### config.mk
export PLATFORM = sky130hd
export DESIGN_NAME = script_tokenizer_flat
export DESIGN_NICKNAME = d
export VERILOG_FILES = /design/src/sv/stok_pkg.sv /design/src/sv/stok_streams.sv /design/src/sv/script_tokenizer.sv /design/src/sv/stok_scan.sv /design/src/flat_wrapper.sv
export SDC_FILE = /design/constraint.sdc
export NUM_CORES = 1
export LEC_CHECK = 0
export BUFFER_PORTS_ARGS = -buffer_cell sky130_fd_sc_hd__buf_2
export CAP_MARGIN = 20
export CORE_ASPECT_RATIO = 1.25
export CORE_MARGIN = 4
export CORE_UTILIZATION = 40
export CTS_CLUSTER_DIAMETER = 30
export DETAILED_ROUTE_END_ITERATION = 10
export PLACE_DENSITY = 0.66
export SETUP_SLACK_MARGIN = 0.4
export SLEW_MARGIN = 5
export SYNTH_ARGS = -nofsm -noshare
export SYNTH_HDL_FRONTEND = slang
export SYNTH_SLANG_ARGS = --single-unit
### constraint.sdc
create_clock -name clk -period 5.5 [get_ports clk]
set_input_delay 1.1 -clock clk [delete_from_list [all_inputs] [get_ports clk]]
set_output_delay 1.1 -clock clk [all_outputs]
set_load 0.02 [all_outputs]
### src/sv/stok_pkg.sv
// Shared types, token codes and character tables for the script tokenizer.
// No dependencies; every other file but stok_streams imports this package.
`timescale 1ns / 1ps
`default_nettype none

package stok_pkg;

	localparam int OFFSET_BITS_DEF = 16;

	// Result queue: room for the two tokens one byte can cause, plus slack.
	localparam int QDEPTH = 4;
	localparam int QPTR_W = $clog2(QDEPTH);
	localparam int QCNT_W = $clog2(QDEPTH + 1);

	typedef enum logic [2:0] {
		M_IDLE    = 3'd0,
		M_NUMBER  = 3'd1,
		M_IDENT   = 3'd2,
		M_STRING  = 3'd3,
		M_COMMENT = 3'd4
	} mode_t;

	localparam logic [4:0] TT_EOF      = 5'd0;
	localparam logic [4:0] TT_EOL      = 5'd1;
	localparam logic [4:0] TT_NUMBER   = 5'd2;
	localparam logic [4:0] TT_IDENT    = 5'd3;
	localparam logic [4:0] TT_STRING   = 5'd4;
	localparam logic [4:0] TT_LPAREN   = 5'd5;
	localparam logic [4:0] TT_RPAREN   = 5'd6;
	localparam logic [4:0] TT_LBRACKET = 5'd7;
	localparam logic [4:0] TT_RBRACKET = 5'd8;
	localparam logic [4:0] TT_DOT      = 5'd9;
	localparam logic [4:0] TT_COMMA    = 5'd10;
	localparam logic [4:0] TT_PLUS     = 5'd11;
	localparam logic [4:0] TT_MINUS    = 5'd12;
	localparam logic [4:0] TT_STAR     = 5'd13;
	localparam logic [4:0] TT_SLASH    = 5'd14;
	localparam logic [4:0] TT_PERCENT  = 5'd15;
	localparam logic [4:0] TT_UNKNOWN  = 5'd16;
	localparam logic [4:0] TT_KEYWORD0 = 5'd17;

	localparam logic [7:0] CH_NUL   = 8'h00;
	localparam logic [7:0] CH_NL    = 8'h0A;
	localparam logic [7:0] CH_SPACE = 8'h20;
	localparam logic [7:0] CH_HASH  = "#";
	localparam logic [7:0] CH_QUOTE = "\"";
	localparam logic [7:0] CH_DEL   = 8'h7F;

	localparam int NKW = 10;

	// Keyword text, first byte in the low bits, zero padded.
	localparam logic [63:0] KW_CHARS [NKW] = '{
		64'h0000_0000_0064_6E61,  // and
		64'h0000_0000_6573_6C65,  // else
		64'h0000_0000_0064_6E65,  // end
		64'h0000_0000_0000_6669,  // if
		64'h0000_0000_0072_6F66,  // for
		64'h6E6F_6974_636E_7566,  // function
		64'h0000_0000_0074_6F6E,  // not
		64'h0000_0000_0000_726F,  // or
		64'h0000_0000_0072_6176,  // var
		64'h0000_0065_6C69_6877   // while
	};
	localparam logic [3:0] KW_LEN [NKW] = '{
		4'd3, 4'd4, 4'd3, 4'd2, 4'd3, 4'd8, 4'd3, 4'd2, 4'd3, 4'd5
	};

	typedef struct packed {
		logic [4:0]  token_type;
		logic [15:0] start_offset;
		logic [15:0] token_length;
		logic [15:0] line_number;
		logic        last_of_run;
	} tok_t;

	// Tokens caused by one byte, in output order.
	typedef struct packed {
		logic [1:0] count;
		tok_t       tok0;
		tok_t       tok1;
	} emit_t;

	function automatic logic is_digit(input logic [7:0] c);
		return (c >= "0") && (c <= "9");
	endfunction

	function automatic logic is_letter(input logic [7:0] c);
		return ((c >= "a") && (c <= "z")) || ((c >= "A") && (c <= "Z")) || (c == "_");
	endfunction

	function automatic logic [4:0] kw_lookup(input logic [63:0] chars, input logic [3:0] len);
		logic [4:0] t;
		t = TT_IDENT;
		for (int k = NKW - 1; k >= 0; k--) begin
			if ((chars == KW_CHARS[k]) && (len == KW_LEN[k])) begin
				t = TT_KEYWORD0 + 5'(k);
			end
		end
		return t;
	endfunction

	function automatic logic [4:0] punct_type(input logic [7:0] c);
		logic [4:0] t;
		case (c)
			"(": t = TT_LPAREN;
			")": t = TT_RPAREN;
			"[": t = TT_LBRACKET;
			"]": t = TT_RBRACKET;
			".": t = TT_DOT;
			",": t = TT_COMMA;
			"+": t = TT_PLUS;
			"-": t = TT_MINUS;
			"*": t = TT_STAR;
			"/": t = TT_SLASH;
			"%": t = TT_PERCENT;
			default: t = TT_UNKNOWN;
		endcase
		return t;
	endfunction

endpackage

`default_nettype wire

### src/sv/stok_streams.sv
// Valid/ready stream interfaces for the tokenizer: source bytes in, tokens out.
// Depends on nothing.
`timescale 1ns / 1ps
`default_nettype none

interface stok_byte_if;
	logic       valid;
	logic       ready;
	logic [7:0] char_byte;

	modport source (output valid, output char_byte, input ready);
	modport sink (input valid, input char_byte, output ready);
endinterface

interface stok_token_if;
	logic        valid;
	logic        ready;
	logic [4:0]  token_type;
	logic [15:0] start_offset;
	logic [15:0] token_length;
	logic [15:0] line_number;
	logic        last_of_run;

	modport source (output valid, output token_type, output start_offset,
		output token_length, output line_number, output last_of_run, input ready);
	modport sink (input valid, input token_type, input start_offset,
		input token_length, input line_number, input last_of_run, output ready);
endinterface

`default_nettype wire

### src/sv/script_tokenizer.sv
// Top level of the script tokenizer: input register, scanner and result queue.
// Depends on stok_pkg, stok_streams (interfaces) and stok_scan.
`timescale 1ns / 1ps
`default_nettype none

// The tokenizer takes one source byte per cycle on chars and delivers tokens on
// tokens, each with its type, start offset, length, line and a flag that marks the
// last token a byte caused. An accepted byte waits in the input register until the
// scanner classifies it and updates its mode; the tokens it causes are then written
// to the result queue, whose head is offered on tokens. A byte that closes one token
// and opens another yields both tokens in the cycle it is scanned; they wait in the
// four-entry result queue, and a byte is scanned only when the queue has room for
// two. The rate is therefore one byte per cycle for as long as the token side
// drains the queue, which moves one token per cycle; runs that average more than
// one token per byte proceed at the pace of the token side.

module script_tokenizer
	import stok_pkg::*;
#(
	parameter int OFFSET_BITS = OFFSET_BITS_DEF
) (
	input wire logic      clk,
	input wire logic      arst_n,
	stok_byte_if.sink     chars,
	stok_token_if.source  tokens
);

	logic              byte_valid_s1;
	logic [7:0]        byte_s1;
	logic              step;
	emit_t             emit;

	tok_t              queue_q [QDEPTH];
	logic [QPTR_W-1:0] wr_ptr_q, rd_ptr_q;
	logic [QCNT_W-1:0] count_q;
	logic              pop;
	tok_t              head;

	assign step        = byte_valid_s1 && (count_q <= QCNT_W'(QDEPTH - 2));
	assign chars.ready = !byte_valid_s1 || step;

	always_ff @(posedge clk or negedge arst_n) begin
		if (!arst_n) begin
			byte_valid_s1 <= 1'b0;
		end else if (chars.ready) begin
			byte_valid_s1 <= chars.valid;
		end
	end

	always_ff @(posedge clk) begin
		if (chars.ready && chars.valid) begin
			byte_s1 <= chars.char_byte;
		end
	end

	stok_scan #(
		.OFFSET_BITS(OFFSET_BITS)
	) u_scan (
		.clk    (clk),
		.arst_n (arst_n),
		.step   (step),
		.c      (byte_s1),
		.emit   (emit)
	);

	assign pop = tokens.valid && tokens.ready;

	always_ff @(posedge clk or negedge arst_n) begin
		if (!arst_n) begin
			wr_ptr_q <= '0;
			rd_ptr_q <= '0;
			count_q  <= '0;
		end else begin
			if (step) begin
				wr_ptr_q <= wr_ptr_q + QPTR_W'(emit.count);
			end
			if (pop) begin
				rd_ptr_q <= rd_ptr_q + QPTR_W'(1);
			end
			count_q <= count_q + (step ? QCNT_W'(emit.count) : QCNT_W'(0))
				- (pop ? QCNT_W'(1) : QCNT_W'(0));
		end
	end

	always_ff @(posedge clk) begin
		if (step && (emit.count != 2'd0)) begin
			queue_q[wr_ptr_q] <= emit.tok0;
		end
		if (step && (emit.count == 2'd2)) begin
			queue_q[wr_ptr_q + QPTR_W'(1)] <= emit.tok1;
		end
	end

	assign head                = queue_q[rd_ptr_q];
	assign tokens.valid        = (count_q != '0);
	assign tokens.token_type   = head.token_type;
	assign tokens.start_offset = head.start_offset;
	assign tokens.token_length = head.token_length;
	assign tokens.line_number  = head.line_number;
	assign tokens.last_of_run  = head.last_of_run;

endmodule

`default_nettype wire

### src/sv/stok_scan.sv
// Scanner state and per-byte token logic: one byte in, up to two tokens out.
// Depends on stok_pkg.
`timescale 1ns / 1ps
`default_nettype none

module stok_scan
	import stok_pkg::*;
#(
	parameter int OFFSET_BITS = OFFSET_BITS_DEF
) (
	input  wire logic       clk,
	input  wire logic       arst_n,
	input  wire logic       step,
	input  wire logic [7:0] c,
	output emit_t           emit
);

	localparam int OB = OFFSET_BITS;
	localparam logic [OB-1:0] CNT_MAX = '1;
	localparam logic [OB-1:0] CNT_ONE = OB'(1);

	mode_t         mode_q, mode_n;
	logic [OB-1:0] byte_offset_q, line_count_q, token_start_q, token_line_q, run_len_q;
	logic [OB-1:0] byte_offset_n, line_count_n, token_start_n, token_line_n, run_len_n;
	logic [63:0]   ident_chars_q, ident_chars_n;
	logic [3:0]    ident_len_q, ident_len_n;

	logic          a_v, b_v, rescan;
	logic [4:0]    a_type, b_type;
	logic [OB-1:0] a_len, run_grown;
	logic          b_len_one;
	tok_t          tok_a, tok_b;

	function automatic logic [15:0] to16(input logic [OB-1:0] x);
		logic [OB+15:0] w;
		w = {16'b0, x};
		return w[15:0];
	endfunction

	always_comb begin
		mode_n        = mode_q;
		token_start_n = token_start_q;
		token_line_n  = token_line_q;
		run_len_n     = run_len_q;
		ident_chars_n = ident_chars_q;
		ident_len_n   = ident_len_q;
		a_v           = 1'b0;
		a_type        = TT_EOF;
		a_len         = run_len_q;
		b_v           = 1'b0;
		b_type        = TT_EOF;
		b_len_one     = 1'b1;
		rescan        = 1'b0;
		run_grown     = (run_len_q == CNT_MAX) ? run_len_q : run_len_q + CNT_ONE;

		case (mode_q)
			M_NUMBER: begin
				if (is_digit(c)) begin
					run_len_n = run_grown;
				end else begin
					a_v    = 1'b1;
					a_type = TT_NUMBER;
					mode_n = M_IDLE;
					rescan = 1'b1;
				end
			end
			M_IDENT: begin
				if (is_letter(c) || is_digit(c)) begin
					run_len_n = run_grown;
					if (ident_len_q < 4'd8) begin
						ident_chars_n = ident_chars_q | ({56'b0, c} << {ident_len_q[2:0], 3'b000});
					end
					if (ident_len_q != 4'd15) begin
						ident_len_n = ident_len_q + 4'd1;
					end
				end else begin
					a_v    = 1'b1;
					a_type = kw_lookup(ident_chars_q, ident_len_q);
					mode_n = M_IDLE;
					rescan = 1'b1;
				end
			end
			M_STRING, M_COMMENT: begin
				a_type = (mode_q == M_STRING) ? TT_STRING : TT_EOL;
				if (c == CH_NUL) begin
					// An unterminated string or comment closes before the EOF token.
					a_v    = 1'b1;
					mode_n = M_IDLE;
					rescan = 1'b1;
				end else begin
					run_len_n = run_grown;
					a_len     = run_grown;
					if ((mode_q == M_STRING) ? (c == CH_QUOTE) : (c == CH_NL)) begin
						a_v    = 1'b1;
						mode_n = M_IDLE;
					end
				end
			end
			default: begin
				mode_n = M_IDLE;
				rescan = 1'b1;
			end
		endcase

		if (rescan && !((c != CH_NL) && (c != CH_NUL) && ((c <= CH_SPACE) || c[7]))) begin
			token_start_n = byte_offset_q;
			token_line_n  = line_count_q;
			run_len_n     = CNT_ONE;
			ident_chars_n = '0;
			ident_len_n   = 4'd0;
			mode_n        = M_IDLE;
			if (c == CH_NUL) begin
				run_len_n = '0;
				b_v       = 1'b1;
				b_type    = TT_EOF;
				b_len_one = 1'b0;
			end else if (c == CH_NL) begin
				b_v    = 1'b1;
				b_type = TT_EOL;
			end else if (c == CH_HASH) begin
				mode_n = M_COMMENT;
			end else if (c == CH_QUOTE) begin
				mode_n = M_STRING;
			end else if (is_digit(c)) begin
				mode_n = M_NUMBER;
			end else if (is_letter(c)) begin
				mode_n        = M_IDENT;
				ident_chars_n = {56'b0, c};
				ident_len_n   = 4'd1;
			end else begin
				b_v    = 1'b1;
				b_type = (c == CH_DEL) ? TT_UNKNOWN : punct_type(c);
			end
		end

		byte_offset_n = (c != CH_NUL) ? byte_offset_q + CNT_ONE : byte_offset_q;
		line_count_n  = ((c == CH_NL) && (line_count_q != CNT_MAX)) ?
			line_count_q + CNT_ONE : line_count_q;
	end

	always_comb begin
		tok_a.token_type   = a_type;
		tok_a.start_offset = to16(token_start_q);
		tok_a.token_length = to16(a_len);
		tok_a.line_number  = to16(token_line_q);
		tok_a.last_of_run  = !b_v;

		tok_b.token_type   = b_type;
		tok_b.start_offset = to16(byte_offset_q);
		tok_b.token_length = {15'b0, b_len_one};
		tok_b.line_number  = to16(line_count_q);
		tok_b.last_of_run  = 1'b1;

		emit.count = {1'b0, a_v} + {1'b0, b_v};
		emit.tok0  = a_v ? tok_a : tok_b;
		emit.tok1  = tok_b;
	end

	always_ff @(posedge clk or negedge arst_n) begin
		if (!arst_n) begin
			mode_q        <= M_IDLE;
			byte_offset_q <= '0;
			line_count_q  <= CNT_ONE;
			token_start_q <= '0;
			token_line_q  <= CNT_ONE;
			run_len_q     <= '0;
			ident_chars_q <= '0;
			ident_len_q   <= 4'd0;
		end else if (step) begin
			mode_q        <= mode_n;
			byte_offset_q <= byte_offset_n;
			line_count_q  <= line_count_n;
			token_start_q <= token_start_n;
			token_line_q  <= token_line_n;
			run_len_q     <= run_len_n;
			ident_chars_q <= ident_chars_n;
			ident_len_q   <= ident_len_n;
		end
	end

endmodule

`default_nettype wire

### src/flat_wrapper.sv
// flat-port wrapper written by rule: the top's interface ports become plain ports
module script_tokenizer_flat import stok_pkg::*;
#(
	parameter int OFFSET_BITS = OFFSET_BITS_DEF
)
  (clk, arst_n, chars_valid, chars_char_byte, chars_ready, tokens_valid, tokens_token_type, tokens_start_offset, tokens_token_length, tokens_line_number, tokens_last_of_run, tokens_ready);
  stok_byte_if chars_i ();
  stok_token_if tokens_i ();
  input wire logic clk;
  input wire logic arst_n;
  input wire logic [$bits(chars_i.valid)-1:0] chars_valid;
  input wire logic [$bits(chars_i.char_byte)-1:0] chars_char_byte;
  output wire logic [$bits(chars_i.ready)-1:0] chars_ready;
  output wire logic [$bits(tokens_i.valid)-1:0] tokens_valid;
  output wire logic [$bits(tokens_i.token_type)-1:0] tokens_token_type;
  output wire logic [$bits(tokens_i.start_offset)-1:0] tokens_start_offset;
  output wire logic [$bits(tokens_i.token_length)-1:0] tokens_token_length;
  output wire logic [$bits(tokens_i.line_number)-1:0] tokens_line_number;
  output wire logic [$bits(tokens_i.last_of_run)-1:0] tokens_last_of_run;
  input wire logic [$bits(tokens_i.ready)-1:0] tokens_ready;
  assign chars_i.valid = chars_valid;
  assign chars_i.char_byte = chars_char_byte;
  assign chars_ready = chars_i.ready;
  assign tokens_valid = tokens_i.valid;
  assign tokens_token_type = tokens_i.token_type;
  assign tokens_start_offset = tokens_i.start_offset;
  assign tokens_token_length = tokens_i.token_length;
  assign tokens_line_number = tokens_i.line_number;
  assign tokens_last_of_run = tokens_i.last_of_run;
  assign tokens_i.ready = tokens_ready;
  script_tokenizer #(.OFFSET_BITS(OFFSET_BITS)) u_core (.clk(clk), .arst_n(arst_n), .chars(chars_i), .tokens(tokens_i));
endmodule
==> impl_metrics.yaml <==
sta:
  fin_skew_ps: 19.1
  finalSetupViolCount: 0
  max_slew_margin_pct: 26.0
  hold_violations: 0
  grt_setup_unrepaired: "no"
  worst_pin_slew_ps: 1100
  maxSlewViolCount: 0
  finalWorstPathRequiredPeriod_ps: 4560
  tns_ps: 0
  fmax_ghz: 0.219
  timing.final.crit_share_pct: 83.0
routing:
  vias_per_cell: 5.93
  ant_nets: 0
  drt-total-wl_um: 49500
  drt_first_pass_iters: 7
  drt-wirelength-per-cell_um: 21.6
  drc_errors: 0
  drt_iter0_drc: 1213
  vias: 13559
flow_run:
  cap_violations: 0
clock_tree:
  ctsRootBufferMaster: "clkbuf_16"
  htree_levels: 3
  cts_setup_buffers: 0
  clock_latency_ps: 590
  numCtsBuffers: 74
  clk_pin_slew_ps: 50
  cts_hold_buf: 0
  cts.path.max_buffers: 3
  cts_resized: 0
  clock_sinks: 383
  cts_tree: "built"
synth:
  yosysUniqueCellTypes: 87
  ys_ff_latch: 383
  syn_area_per_cell_um2: 11.6
  synthArstFlopShare_pct: 41.5
  netlist_area_um2: 18500
  synthesis.nets: 1621
  synth_top_area_cell: "edfxtp_1"
  synth-edff-count: 160
  synth_top_cell_area_share_pct: 26.0
  netlist_instances: 1595
  synth_commonest_cells: "196 x a22o_1, 174 x nand2_1, 160 x edfxtp_1, 157 x dfrtp_1, 102 x nor2_1"
  synth_area_leaders: "edfxtp_1 26%, dfrtp_1 21%, a22o_1 9.3%, dfxtp_1 6.9%, mux4_2 6.6%"
  synth_warnings: 0
  ys.flop_type: "edfxtp_1"
  ys_seq_area_share_pct: 54.5
  yosysMostFrequentCell: "a22o_1"
floorplan:
  pin_count: 68
  die_w_um: 200
  floorplan.die_area_um2: 49700
  rows: 87
  start_util_pct: 40.7
  die_h_um: 248
  core_area_um2: 45400
placed_design:
  portBuffers: 67
  place.gp.congestion: 0.917
  dpl.hpwl_um: 31200
  place_area_um2: 19300
worst_setup_path:
  worstSetupEndpointType: "flip-flop"
  crit_fanout: 31
  worstPathArrival_ps: 5010
  critPathLaunchType: "flip-flop"
  critical_path_class: "reg -> reg"
  critPathRequiredTime_ps: 5950
global_routing:
  grt_pass1_wl_um: 78300
  grt_pass1_vias: 13769
  grt_max_degree: 83
  gr-total-overflow: 0
  antenna_found_initial: 0
  grt_use_total_pct: 19.6
power:
  peakVddDrop_mv: 0.245
  powerDensity_nw_per_um2: 494
  p_leak_nw: 8.60
  power.total_mw: 10.9
cells_and_area:
  design_area_um2: 22100
  nets: 1672
  fillers: 3930
  antennaDiodeCount: 0
  final_core_util_pct: 48.7
  synthToLayoutAreaGrowth_pct: 19.6
  drive_above_1_share_pct: 20.1
status:
  run_status: "complete, no violations"
worst_hold_path:
  hp-class: "reg -> reg"
## stage by stage
step / instances / hold WS (ps) / worst slack [ps]
2_1_floorplan: 1595 / 432 / 956
6_report: 2286 / 473 / 936
3_5_place_dp: 2147 / 461 / 964
3_3_place_gp: 2146 / 447 / 884
5_1_grt: 2286 / 488 / 728
4_1_cts: 2285 / 474 / 965
## final timing paths
path,startpoint,to,slack (ps),cells past startpoint
setup / recovery,u_core.byte_s1[4]$_DFFE_PP_,u_core.queue_q[2][44]$_DFFE_PP_,940,11
hold / removal,u_core.queue_q[1][30]$_SDFFE_PP0P_,u_core.queue_q[1][30]$_SDFFE_PP0P_,470,1
setup reg to reg,u_core.byte_s1[4]$_DFFE_PP_,u_core.queue_q[2][44]$_DFFE_PP_,940,11
hold reg to reg,u_core.queue_q[1][30]$_SDFFE_PP0P_,u_core.queue_q[1][30]$_SDFFE_PP0P_,470,1
max in group asynchronous,arst_n,u_core.rd_ptr_q[0]$_DFFE_PN0P_,4000,2
min in group asynchronous,arst_n,u_core.u_scan.ident_chars_q[18]$_DFFE_PN0P_,550,1
## layout make-up
cell class                 count  area (µm²)  area share, %
multi-input combinational   1062        7800           35.3
clock buffer                  83        1980           8.96
timing repair buffer          99         636           2.88
clock inverter                55         786           3.56
tap                          578         723           3.27
sequential                   383       10100           45.6
inverter                      26         100          0.453
## per-layer routing
| layer | global-route usage (%) | vias to the layer above | part of all wire [%] |
|---|---|---|---|
| met1 | 24.2 | 6752 | 41 |
| met4 | 8.16 | 0 | 3.2 |
| met5 | 0 | - | 0 |
| met3 | 3.35 | 120 | 5.8 |
| li1 | - | 6177 | - |
| met2 | 34.5 | 510 | 50 |
## worst max-delay path, stage by stage (launching register included)
cell and delay (ps):
edfxtp_1 670, or4b_1 770, or3_1 450, nand3_2 130, nand2_2 80, nand3_4 140
inv_4 220, ha_1 430, or3_1 590, nor2_4 340, buf_4 390, a22o_1 190
## cell usage in the layout (no fill, tap or decap), types with 17 or more instances in the layout
cell type    n
a21oi_1     79
a22o_1     196
and2_1      17
buf_2       66
buf_4       27
clkbuf_16   77
dfrtp_1    155
dfxtp_1     64
edfxtp_1   160
inv_1       25
mux4_2      54
nand2_1    174
nand3_1     29
nand4_1     26
nor2_1     102
nor3_1      25
nor4_1      20
o21ai_0     27
xnor2_1     28
xor2_1      20
## cell families after synthesis
| logic type | share of synthesized area, % |
|---|---|
| adder cells (fa/ha/maj) | 0.989 |
| XOR/XNOR | 2.27 |
| AO/OA/AOI/OAI | 16.2 |
| flip-flops | 54.5 |
| AND/OR/NAND/NOR | 15.6 |
| multiplexers | 7.05 |
| buffers and inverters | 3.46 |
## sequential cells by signal, indices dropped and copies added, names as in the netlist
register	cells
u_core.u_scan.token_start_q	16
u_core.queue_q	216
u_core.u_scan.token_line_q	16
u_core.byte_valid_s1	1
u_core.rd_ptr_q	2
u_core.count_q	3
u_core.u_scan.run_len_q	16
u_core.u_scan.mode_q	3
u_core.wr_ptr_q	2
u_core.u_scan.line_count_q	16
u_core.u_scan.byte_offset_q	16
u_core.byte_s1	8
u_core.u_scan.ident_len_q	4
u_core.u_scan.ident_chars_q	64
## where the power goes
group / total, mW / switching [mW] / internal [mW]
clock network: 4.91 / 1.64 / 3.27
registers: 3.71 / 0.414 / 3.30
logic: 2.29 / 1.46 / 0.830
total: 10.9 / 3.51 / 7.40
No activity file was read; power rests on OpenSTA's default activity.
